===== src/rtl/tlre_pkg.sv =====
// ----------------------------------------------------------------------------
// Tape level run encoder - shared package
// Types, constants and defaults shared by the encoder's front, queue and back.
// ----------------------------------------------------------------------------
`default_nettype none

package tlre_pkg;

  // Field widths
  localparam int SAMPLE_W = 8;
  localparam int COUNT_W  = 15;
  localparam int BYTE_W   = 8;

  // Run counter saturation value
  localparam logic [COUNT_W-1:0] COUNT_MAX = {COUNT_W{1'b1}};

  // Defaults for top level parameters and the threshold register
  localparam logic [SAMPLE_W-1:0] DEF_THRESHOLD  = 8'd128;
  localparam int                  DEF_MAX_UNITS  = 7999;
  localparam int                  DEF_CMDQ_DEPTH = 4;

  // Units = floor((count * UNIT_SCALE + ROUND_OFS) / UNIT_DIV)
  localparam int UNIT_SCALE = 400;
  localparam int ROUND_OFS  = 441;
  localparam int UNIT_DIV   = 882;
  localparam int NUM_W      = 24;
  localparam int RECIP_SHIFT = 24;
  localparam int RECIP_MUL  = (1 << RECIP_SHIFT) / UNIT_DIV;
  localparam int RECIP_W    = 15;
  localparam int QUOT_W     = 15;

  // Zero bytes = units / ZERO_DIV, via reciprocal
  localparam int ZERO_DIV    = 127;
  localparam int ZERO_SHIFT  = 16;
  localparam int ZERO_RECIP  = (1 << ZERO_SHIFT) / ZERO_DIV;
  localparam int ZERO_RCP_W  = 10;
  localparam int REM_W       = 7;

  // Fixed run byte codes
  localparam logic signed [BYTE_W-1:0] LEP_ZERO      = 8'sd0;
  localparam logic signed [BYTE_W-1:0] LEP_ONE       = 8'sd1;
  localparam logic signed [BYTE_W-1:0] LEP_MINUS_ONE = -8'sd1;

  typedef struct packed {
    logic [SAMPLE_W-1:0] sample_value;
    logic                end_of_stream;
  } in_item_t;

  typedef struct packed {
    logic signed [BYTE_W-1:0] lep_byte;
    logic                     last_in_burst;
  } out_item_t;

  // One finished run handed from front to back
  typedef struct packed {
    logic               level_high;  // level of the run
    logic [COUNT_W-1:0] count;       // samples in the run
    logic               last;        // burst of this item ends with this run
    logic               tail;        // emit opposite-level unit byte after run
  } run_cmd_t;

  typedef struct packed {
    logic     push;
    run_cmd_t cmd;
  } cmd_wr_t;

endpackage

`default_nettype wire


===== src/rtl/tape_level_run_encoder.sv =====
// ----------------------------------------------------------------------------
// Tape level run encoder - top level
// Slices audio samples to levels and encodes level runs as signed run bytes.
// ----------------------------------------------------------------------------
// The input side takes one sample per cycle while the run command queue
// (CMDQ_DEPTH entries) has room. Each closed run then passes through the back
// end's unit conversion (fetch, reciprocal multiply, back multiply, correct
// and clamp, zero count estimate and correction) and emits one remainder byte
// and floor(U/127) zero bytes for a run of U units, plus the unit byte of an
// end-of-stream flush that follows a level change. The byte emitter is the
// bottleneck; result bytes wait in a single output register.
// ----------------------------------------------------------------------------
`default_nettype none

module tape_level_run_encoder import tlre_pkg::*; #(
  parameter int MAX_UNITS  = DEF_MAX_UNITS,
  parameter int CMDQ_DEPTH = DEF_CMDQ_DEPTH
) (
  input  wire logic                clk,
  input  wire logic                rst_n,
  input  wire logic                in_push,
  output logic                     in_full,
  input  wire in_item_t            in_data,
  output logic                     out_empty,
  input  wire logic                out_pop,
  output out_item_t                out_data,
  input  wire logic                cfg_valid,
  output logic                     cfg_ready,
  input  wire logic [SAMPLE_W-1:0] cfg_data
);

  cmd_wr_t  q_wr;
  logic     q_full;
  logic     q_empty;
  logic     q_pop;
  run_cmd_t q_head;

  // Slice and count
  tlre_front u_front (
    .clk       (clk),
    .rst_n     (rst_n),
    .in_push   (in_push),
    .in_full   (in_full),
    .in_data   (in_data),
    .cfg_valid (cfg_valid),
    .cfg_ready (cfg_ready),
    .cfg_data  (cfg_data),
    .q_full    (q_full),
    .q_wr      (q_wr)
  );

  // Buffer finished runs
  tlre_cmdq #(
    .DEPTH (CMDQ_DEPTH)
  ) u_cmdq (
    .clk     (clk),
    .rst_n   (rst_n),
    .q_wr    (q_wr),
    .q_full  (q_full),
    .q_pop   (q_pop),
    .q_empty (q_empty),
    .q_head  (q_head)
  );

  // Convert and emit bytes
  tlre_back #(
    .MAX_UNITS (MAX_UNITS)
  ) u_back (
    .clk       (clk),
    .rst_n     (rst_n),
    .q_empty   (q_empty),
    .q_head    (q_head),
    .q_pop     (q_pop),
    .out_empty (out_empty),
    .out_pop   (out_pop),
    .out_data  (out_data)
  );

endmodule

`default_nettype wire


===== src/rtl/tlre_front.sv =====
// ----------------------------------------------------------------------------
// Tape level run encoder - front end
// Slices samples to a level, counts run lengths and queues finished runs.
// ----------------------------------------------------------------------------
`default_nettype none

module tlre_front import tlre_pkg::*; (
  input  wire logic                clk,
  input  wire logic                rst_n,
  input  wire logic                in_push,
  output logic                     in_full,
  input  wire in_item_t            in_data,
  input  wire logic                cfg_valid,
  output logic                     cfg_ready,
  input  wire logic [SAMPLE_W-1:0] cfg_data,
  input  wire logic                q_full,
  output cmd_wr_t                  q_wr
);

  typedef enum logic [1:0] {
    LVL_LOW  = 2'd0,
    LVL_HIGH = 2'd1,
    LVL_NONE = 2'd2
  } level_t;

  logic [SAMPLE_W-1:0] threshold_r;
  level_t              prior_r, prior_nxt;
  logic [COUNT_W-1:0]  count_r, count_nxt;

  level_t              level;
  logic [COUNT_W-1:0]  count_inc;
  logic                accept;

  assign in_full   = q_full;
  assign cfg_ready = 1'b1;
  assign accept    = in_push && !q_full;

  // Classify the sample and decide which runs close
  always_comb begin
    level     = (in_data.sample_value >= threshold_r) ? LVL_HIGH : LVL_LOW;
    count_inc = (count_r != COUNT_MAX) ? count_r + 1'b1 : count_r;
    prior_nxt = prior_r;
    count_nxt = count_r;
    q_wr      = '0;
    if (accept) begin
      count_nxt = count_inc;
      if (level != prior_r) begin
        prior_nxt = level;
        count_nxt = '0;
        if (prior_r != LVL_NONE) begin
          // close the previous run; flush of the new one rides along as tail
          q_wr.push           = 1'b1;
          q_wr.cmd.level_high = (prior_r == LVL_HIGH);
          q_wr.cmd.count      = count_inc;
          q_wr.cmd.last       = !in_data.end_of_stream;
          q_wr.cmd.tail       = in_data.end_of_stream;
        end else if (in_data.end_of_stream) begin
          q_wr.push           = 1'b1;
          q_wr.cmd.level_high = (level == LVL_HIGH);
          q_wr.cmd.count      = '0;
          q_wr.cmd.last       = 1'b1;
          q_wr.cmd.tail       = 1'b0;
        end
      end else if (in_data.end_of_stream) begin
        q_wr.push           = 1'b1;
        q_wr.cmd.level_high = (level == LVL_HIGH);
        q_wr.cmd.count      = count_inc;
        q_wr.cmd.last       = 1'b1;
        q_wr.cmd.tail       = 1'b0;
      end
      if (in_data.end_of_stream) begin
        prior_nxt = LVL_NONE;
        count_nxt = '0;
      end
    end
  end

  // Hold threshold and run state
  always_ff @(posedge clk) begin
    if (!rst_n) begin
      threshold_r <= DEF_THRESHOLD;
      prior_r     <= LVL_NONE;
      count_r     <= '0;
    end else begin
      if (cfg_valid && cfg_ready) begin
        threshold_r <= cfg_data;
      end
      prior_r <= prior_nxt;
      count_r <= count_nxt;
    end
  end

endmodule

`default_nettype wire


===== src/rtl/tlre_cmdq.sv =====
// ----------------------------------------------------------------------------
// Tape level run encoder - run command queue
// Short register queue that decouples the front end from the byte emitter.
// ----------------------------------------------------------------------------
`default_nettype none

module tlre_cmdq import tlre_pkg::*; #(
  parameter int DEPTH = DEF_CMDQ_DEPTH
) (
  input  wire logic     clk,
  input  wire logic     rst_n,
  input  wire cmd_wr_t  q_wr,
  output logic          q_full,
  input  wire logic     q_pop,
  output logic          q_empty,
  output run_cmd_t      q_head
);

  localparam int PTR_W = (DEPTH > 1) ? $clog2(DEPTH) : 1;
  localparam int CNT_W = $clog2(DEPTH + 1);

  run_cmd_t         entry_r [DEPTH];
  logic [PTR_W-1:0] wr_ptr_r, rd_ptr_r;
  logic [CNT_W-1:0] fill_r;
  logic             do_push, do_pop;

  assign q_full  = (fill_r == CNT_W'(DEPTH));
  assign q_empty = (fill_r == '0);
  assign q_head  = entry_r[rd_ptr_r];
  assign do_push = q_wr.push && !q_full;
  assign do_pop  = q_pop && !q_empty;

  // Store incoming commands
  always_ff @(posedge clk) begin
    if (do_push) begin
      entry_r[wr_ptr_r] <= q_wr.cmd;
    end
  end

  // Advance pointers and fill level
  always_ff @(posedge clk) begin
    if (!rst_n) begin
      wr_ptr_r <= '0;
      rd_ptr_r <= '0;
      fill_r   <= '0;
    end else begin
      if (do_push) begin
        wr_ptr_r <= (wr_ptr_r == PTR_W'(DEPTH - 1)) ? '0 : wr_ptr_r + 1'b1;
      end
      if (do_pop) begin
        rd_ptr_r <= (rd_ptr_r == PTR_W'(DEPTH - 1)) ? '0 : rd_ptr_r + 1'b1;
      end
      if (do_push && !do_pop) begin
        fill_r <= fill_r + 1'b1;
      end else if (do_pop && !do_push) begin
        fill_r <= fill_r - 1'b1;
      end
    end
  end

endmodule

`default_nettype wire


===== src/rtl/tlre_back.sv =====
// ----------------------------------------------------------------------------
// Tape level run encoder - back end
// Converts run counts to units and emits the remainder, zero and tail bytes.
// ----------------------------------------------------------------------------
`default_nettype none

module tlre_back import tlre_pkg::*; #(
  parameter int MAX_UNITS = DEF_MAX_UNITS
) (
  input  wire logic      clk,
  input  wire logic      rst_n,
  input  wire logic      q_empty,
  input  wire run_cmd_t  q_head,
  output logic           q_pop,
  output logic           out_empty,
  input  wire logic      out_pop,
  output out_item_t      out_data
);

  localparam int UNIT_W  = $clog2(MAX_UNITS + 1);
  localparam int ZERO_W  = (MAX_UNITS / ZERO_DIV > 0) ? $clog2(MAX_UNITS / ZERO_DIV + 1) : 1;
  localparam int RPROD_W = NUM_W + RECIP_W;
  localparam int ZPROD_W = UNIT_W + ZERO_RCP_W;

  typedef enum logic [3:0] {
    S_IDLE,
    S_RECIP,
    S_MULQ,
    S_FIX,
    S_ZEST,
    S_ZFIX,
    S_EMIT_REM,
    S_EMIT_ZERO,
    S_EMIT_TAIL
  } state_t;

  state_t                   state_r, state_nxt;
  logic [NUM_W-1:0]         num_r, num_nxt;
  logic [QUOT_W-1:0]        qest_r, qest_nxt;
  logic [NUM_W-1:0]         prod_r, prod_nxt;
  logic [UNIT_W-1:0]        units_r, units_nxt;
  logic [ZERO_W-1:0]        zq_r, zq_nxt;
  logic signed [BYTE_W-1:0] byte_r, byte_nxt;
  logic                     level_r, level_nxt;
  logic                     last_r, last_nxt;
  logic                     tail_r, tail_nxt;
  logic                     out_valid_r, out_valid_nxt;
  out_item_t                out_item_r, out_item_nxt;

  logic                     slot_free;
  logic [RPROD_W-1:0]       recip_prod;
  logic [NUM_W-1:0]         diff;
  logic [QUOT_W-1:0]        quot;
  logic [ZPROD_W-1:0]       zprod;
  logic [UNIT_W-1:0]        zrem;
  logic [REM_W-1:0]         rem7;
  logic [ZERO_W-1:0]        zq_fix;

  assign out_empty = !out_valid_r;
  assign out_data  = out_item_r;
  assign slot_free = !out_valid_r || out_pop;

  // Sequence one run through the converter and emitter
  always_comb begin
    state_nxt     = state_r;
    num_nxt       = num_r;
    qest_nxt      = qest_r;
    prod_nxt      = prod_r;
    units_nxt     = units_r;
    zq_nxt        = zq_r;
    byte_nxt      = byte_r;
    level_nxt     = level_r;
    last_nxt      = last_r;
    tail_nxt      = tail_r;
    out_item_nxt  = out_item_r;
    out_valid_nxt = out_valid_r && !out_pop;
    q_pop         = 1'b0;
    recip_prod    = RPROD_W'(num_r) * RPROD_W'(RECIP_MUL);
    diff          = num_r - prod_r;
    quot          = qest_r + QUOT_W'(diff >= NUM_W'(UNIT_DIV));
    zprod         = ZPROD_W'(units_r) * ZPROD_W'(ZERO_RECIP);
    zrem          = units_r - UNIT_W'(zq_r) * UNIT_W'(ZERO_DIV);
    zq_fix        = zq_r;
    rem7          = '0;

    case (state_r)
      S_IDLE: begin
        // take the next run and form the rounded numerator
        if (!q_empty) begin
          q_pop     = 1'b1;
          num_nxt   = NUM_W'(q_head.count) * NUM_W'(UNIT_SCALE) + NUM_W'(ROUND_OFS);
          level_nxt = q_head.level_high;
          last_nxt  = q_head.last;
          tail_nxt  = q_head.tail;
          state_nxt = S_RECIP;
        end
      end
      S_RECIP: begin
        // quotient estimate, low by at most one
        qest_nxt  = recip_prod[RECIP_SHIFT +: QUOT_W];
        state_nxt = S_MULQ;
      end
      S_MULQ: begin
        prod_nxt  = NUM_W'(qest_r) * NUM_W'(UNIT_DIV);
        state_nxt = S_FIX;
      end
      S_FIX: begin
        // correct the estimate and clamp
        if (quot > QUOT_W'(MAX_UNITS)) begin
          units_nxt = UNIT_W'(MAX_UNITS);
        end else begin
          units_nxt = UNIT_W'(quot);
        end
        state_nxt = S_ZEST;
      end
      S_ZEST: begin
        zq_nxt    = ZERO_W'(zprod >> ZERO_SHIFT);
        state_nxt = S_ZFIX;
      end
      S_ZFIX: begin
        // correct zero count, form the signed remainder byte
        if (zrem >= UNIT_W'(ZERO_DIV)) begin
          zq_fix = zq_r + 1'b1;
          rem7   = REM_W'(zrem - UNIT_W'(ZERO_DIV));
        end else begin
          rem7   = REM_W'(zrem);
        end
        if (rem7 == '0) begin
          rem7 = REM_W'(1);
        end
        zq_nxt    = zq_fix;
        byte_nxt  = level_r ? $signed({1'b0, rem7}) : -$signed({1'b0, rem7});
        state_nxt = S_EMIT_REM;
      end
      S_EMIT_REM: begin
        if (slot_free) begin
          out_valid_nxt              = 1'b1;
          out_item_nxt.lep_byte      = byte_r;
          out_item_nxt.last_in_burst = last_r && !tail_r && (zq_r == '0);
          if (zq_r != '0) begin
            state_nxt = S_EMIT_ZERO;
          end else if (tail_r) begin
            state_nxt = S_EMIT_TAIL;
          end else begin
            state_nxt = S_IDLE;
          end
        end
      end
      S_EMIT_ZERO: begin
        if (slot_free) begin
          out_valid_nxt              = 1'b1;
          out_item_nxt.lep_byte      = LEP_ZERO;
          out_item_nxt.last_in_burst = last_r && !tail_r && (zq_r == ZERO_W'(1));
          zq_nxt                     = zq_r - 1'b1;
          if (zq_r == ZERO_W'(1)) begin
            state_nxt = tail_r ? S_EMIT_TAIL : S_IDLE;
          end
        end
      end
      S_EMIT_TAIL: begin
        // flushed empty run of the opposite level
        if (slot_free) begin
          out_valid_nxt              = 1'b1;
          out_item_nxt.lep_byte      = level_r ? LEP_MINUS_ONE : LEP_ONE;
          out_item_nxt.last_in_burst = 1'b1;
          state_nxt                  = S_IDLE;
        end
      end
      default: begin
        state_nxt = S_IDLE;
      end
    endcase
  end

  // Hold state, datapath and the result register
  always_ff @(posedge clk) begin
    num_r      <= num_nxt;
    qest_r     <= qest_nxt;
    prod_r     <= prod_nxt;
    units_r    <= units_nxt;
    zq_r       <= zq_nxt;
    byte_r     <= byte_nxt;
    level_r    <= level_nxt;
    last_r     <= last_nxt;
    tail_r     <= tail_nxt;
    out_item_r <= out_item_nxt;
    if (!rst_n) begin
      state_r     <= S_IDLE;
      out_valid_r <= 1'b0;
    end else begin
      state_r     <= state_nxt;
      out_valid_r <= out_valid_nxt;
    end
  end

endmodule

`default_nettype wire


===== config.mk =====
export PLATFORM = sky130hd
export DESIGN_NAME = tape_level_run_encoder
export DESIGN_NICKNAME = d
export VERILOG_FILES = /design/src/rtl/tlre_pkg.sv /design/src/rtl/tape_level_run_encoder.sv /design/src/rtl/tlre_front.sv /design/src/rtl/tlre_cmdq.sv /design/src/rtl/tlre_back.sv
export SDC_FILE = /design/constraint.sdc
export NUM_CORES = 1
export LEC_CHECK = 0
export BUFFER_PORTS_ARGS = -buffer_cell sky130_fd_sc_hd__buf_2
export CORE_MARGIN = 3
export CORE_UTILIZATION = 50
export CTS_CLUSTER_SIZE = 24
export DETAILED_ROUTE_END_ITERATION = 8
export PLACE_DENSITY_LB_ADDON = 0.05
export SYNTH_ARGS = -nofsm -noshare
export SYNTH_HDL_FRONTEND = slang
export SYNTH_SLANG_ARGS = --single-unit

===== constraint.sdc =====
create_clock -name clk -period 7.8 [get_ports clk]
set_input_delay 0.78 -clock clk [delete_from_list [all_inputs] [get_ports clk]]
set_output_delay 0.78 -clock clk [all_outputs]
set_load 0.1 [all_outputs]

==> impl_metrics.env <==
export IMPL_yosys_warnings=0
export IMPL_arrival_ns=7.26
export IMPL_fillers=3754
export IMPL_tritoncts_num_buffers=25
export IMPL_tritoncts="done"
export IMPL_ctsHtreeMaxLevel=1
export IMPL_finalCriticalPeriod_ns=6.96
export IMPL_ys_async_sr_fraction=0
export IMPL_std_cell_rows=75
export IMPL_postSynthCellCount=2055
export IMPL_antenna_left=0
export IMPL_post_synth_and_or_nand_nor_area_fraction=0.114
export IMPL_io_pin_count=34
export IMPL_num_antenna_cells=0
export IMPL_yosys_most_used_dff="sky130_fd_sc_hd__edfxtp_1"
export IMPL_core_area_mm2=0.0420
export IMPL_gpl_final_weighted_congestion=0.853
export IMPL_crit_path_top_delay_cell="sky130_fd_sc_hd__fa_1"
export IMPL_worst_hold_path_type="in -> reg"
export IMPL_synth_yosys_seq_area_share=0.274
export IMPL_synth_edff_count=169
export IMPL_synth_compound_gate_area_share=0.106
export IMPL_die_x_um=213
export IMPL_initial_antenna_violation_count=0
export IMPL_clock_transition_at_path_regs_ns=0.06
export IMPL_grt_pass1_wl_um=75000
export IMPL_synth_xor_xnor_area_share=0.0521
export IMPL_grt_pass1_vias=14500
export IMPL_status="complete, no violations"
export IMPL_die_area_mm2=0.0452
export IMPL_finalNetCount=2621
export IMPL_tightest_slew_ns=1.10
export IMPL_critical_path_top_delay_family="adder cells"
export IMPL_max_cap_viol=0
export IMPL_cp_max_fo=13
export IMPL_cp_data_required_time_ns=8.10
export IMPL_cts_root_to_sink_buffers=3
export IMPL_skew_ns=0.0107
export IMPL_fmaxAchievable_mhz=144
export IMPL_route_final_wire_length_um=44800
export IMPL_detail_route_first_pass_iterations=5
export IMPL_overflow=0
export IMPL_routed_via_density=5.45
export IMPL_most_used_cells_in_the_layout_excluding_fill_and_tap_cells="sky130_fd_sc_hd__ha_1 (351), sky130_fd_sc_hd__inv_1 (331), sky130_fd_sc_hd__edfxtp_1 (169)"
export IMPL_cts_root_buffer="sky130_fd_sc_hd__clkbuf_16"
export IMPL_synth_adder_area_share=0.359
export IMPL_worstSetupStartpointType="flop"
export IMPL_crit_path_cell_trace="inv_1 -> fa_1 -> inv_1 -> fa_1 -> inv_1 -> fa_1 -> inv_1 -> fa_1 -> ha_1 -> and3_1 -> a221o_1 -> o211ai_1 -> or3b_4 -> a221oi_4 -> nand2_2 -> and4_1 -> o2111ai_1 -> a22o_1 -> ha_1 -> nand3_1 -> mux2i_1 -> a21oi_1 -> xnor2_1"
export IMPL_grt_usage=0.205
export IMPL_portBuffers=32
export IMPL_route_vias_total=14400
export IMPL_final_max_slew_viol_count=0
export IMPL_max_slew_margin=0.269
export IMPL_postCtsSetupBuffers=0
export IMPL_average_routed_wire_per_standard_cell_um=17.0
export IMPL_start_util=0.508
export IMPL_timing_worst_setup_path_type="reg -> reg"
export IMPL_cts_num_sinks=208
export IMPL_timing_critical_path_buf_inv=4
export IMPL_main_combinational_cell_family_by_area_after_synthesis="adder cells"
export IMPL_timing_final_setup_violations=0
export IMPL_synthDistinctLibCells=92
export IMPL_ys_ff_latch=208
export IMPL_fraction_of_layout_cells_with_a_size_suffix_above_1=0.0647
export IMPL_synth_area_per_cell_um2=10.4
export IMPL_finalHoldViolCount=0
export IMPL_final_period_utilization=0.892
export IMPL_worst_skew_pair_late_latency_ns=0.55
export IMPL_synthesis_area_mm2=0.0213
export IMPL_totalNegativeSetupSlack_ns=0
export IMPL_drt_iter0_drc=813
export IMPL_syn2layout_area_growth_pct=7.22
export IMPL_postCtsHoldBufs=0
export IMPL_synthesis_nets=2591
export IMPL_chipHeight_um=213
export IMPL_synth_mux_area_frac=0.0291
export IMPL_grt_setup_unrepaired="false"
export IMPL_most_common_library_cell_in_the_layout_ignoring_fill_and_taps="sky130_fd_sc_hd__ha_1"
export IMPL_detail_route_drc_violations=0
export IMPL_endpoint_kind="flop"
export IMPL_worst_path_largest_cell_delay_ns=0.73
export IMPL_dpl_hpwl_um=36200
export IMPL_grt_max_degree=47
export IMPL_post_cts_resized=0
==> path summary, 6_finish.rpt <==
kind / to / cells past startpoint / slack, ns / from
min: u_front.threshold_r[7] / 3 / 0.45 / cfg_data[7]
max: u_back.byte_r[6] / 23 / 0.84 / u_back.zq_r[4]
max reg2reg: u_back.byte_r[6] / 23 / 0.84 / u_back.zq_r[4]
min reg2reg: u_front.count_r[1] / 2 / 0.50 / u_front.count_r[1]
==> through the flow <==
| stage | setup WS (ns) | util | cells | hold WS, ns | instance area [um^2] |
|---|---|---|---|---|---|
| finish | 0.842 | 0.544 | 2642 | 0.448 | 22900 |
| global route | 0.384 | 0.544 | 2642 | 0.465 | 22900 |
| CTS | 0.851 | 0.544 | 2642 | 0.419 | 22900 |
| detailed placement | 0.853 | 0.525 | 2597 | 0.499 | 22100 |
| global placement | 0.960 | 0.525 | 2597 | 0.481 | 22100 |
| floorplan | 1.42 | - | 2055 | 0.466 | 21300 |
==> metal layers <==
metal	vias up	global-route usage	wire (um)
li1	7204	-	-
met1	6991	0.302	22400
met2	168	0.332	20500
met3	36	0.0248	1310
met4	0	0.0365	651
met5	-	0	0
==> cell type report <==
cell class                      count  area [um^2]  share of cell area
Clock buffer                       26          629              0.0275
Clock inverter                     19          174             0.00760
Inverter                          331         1240              0.0543
Multi-Input combinational cell   1480        14100               0.616
Sequential cell                   208         5860               0.256
Tap cell                          539          674              0.0295
Timing Repair Buffer               39          213             0.00930
==> synthesized netlist by cell type, types with 7 or more instances <==
library cell | count | area share
sky130_fd_sc_hd__a2111oi_0 | 7 | 0.0029
sky130_fd_sc_hd__a211oi_1 | 14 | 0.0049
sky130_fd_sc_hd__a21boi_0 | 10 | 0.0035
sky130_fd_sc_hd__a21o_1 | 29 | 0.010
sky130_fd_sc_hd__a21oi_1 | 100 | 0.023
sky130_fd_sc_hd__a31oi_1 | 7 | 0.0021
sky130_fd_sc_hd__and2_1 | 16 | 0.0047
sky130_fd_sc_hd__and3_1 | 16 | 0.0047
sky130_fd_sc_hd__and4_1 | 7 | 0.0029
sky130_fd_sc_hd__clkbuf_1 | 27 | 0.0047
sky130_fd_sc_hd__dfxtp_1 | 39 | 0.037
sky130_fd_sc_hd__edfxtp_1 | 169 | 0.24
sky130_fd_sc_hd__fa_1 | 163 | 0.15
sky130_fd_sc_hd__ha_1 | 351 | 0.21
sky130_fd_sc_hd__inv_1 | 331 | 0.058
sky130_fd_sc_hd__mux2i_1 | 17 | 0.0080
sky130_fd_sc_hd__mux4_2 | 18 | 0.019
sky130_fd_sc_hd__nand2_1 | 98 | 0.017
sky130_fd_sc_hd__nand2b_1 | 26 | 0.0076
sky130_fd_sc_hd__nand3_1 | 47 | 0.011
sky130_fd_sc_hd__nand3b_1 | 15 | 0.0053
sky130_fd_sc_hd__nor2_1 | 107 | 0.019
sky130_fd_sc_hd__nor2b_1 | 33 | 0.0097
sky130_fd_sc_hd__nor3_1 | 33 | 0.0077
sky130_fd_sc_hd__nor3b_1 | 9 | 0.0032
sky130_fd_sc_hd__nor4_1 | 13 | 0.0038
sky130_fd_sc_hd__o211ai_1 | 11 | 0.0039
sky130_fd_sc_hd__o21a_1 | 16 | 0.0056
sky130_fd_sc_hd__o21ai_0 | 59 | 0.014
sky130_fd_sc_hd__or3_1 | 10 | 0.0029
sky130_fd_sc_hd__xnor2_1 | 82 | 0.034
sky130_fd_sc_hd__xor2_1 | 43 | 0.018
==> cells by family (layout without fill, tap and decap cells) <==
logic type | count (synthesis) | count (layout)
XOR/XNOR | 126 | 126
flip-flops | 208 | 208
AO/OA/AOI/OAI | 334 | 334
buffers and inverters | 367 | 415
adder cells (fa/ha/maj) | 514 | 514
AND/OR/NAND/NOR | 467 | 467
multiplexers | 38 | 38
other | 1 | 1
==> worst reg2reg max path: cells and delay by family (launching register included) <==
| kind | cells | cell delay, ns |
|---|---|---|
| flip-flops | 1 | 0.44 |
| AND/OR/NAND/NOR | 5 | 1.20 |
| buffers and inverters | 4 | 0.41 |
| multiplexers | 1 | 0.22 |
| adder cells (fa/ha/maj) | 6 | 2.87 |
| XOR/XNOR | 1 | 0.14 |
| AO/OA/AOI/OAI | 6 | 1.41 |
==> registers in the layout, indices dropped and copies added, names as in the netlist, 4 cells and up, named ones only <==
register / count
u_cmdq.entry_r: 72
u_front.count_r: 15
u_back.zq_r: 6
u_back.prod_r: 23
u_front.threshold_r: 8
u_back.state_r: 4
u_back.num_r: 20
u_back.out_data: 9
u_back.byte_r: 8
u_back.units_r: 13
u_back.qest_r: 15
Power is not shown: default switching activity piles up to over one toggle a cycle in this logic, so the estimate is an artifact.
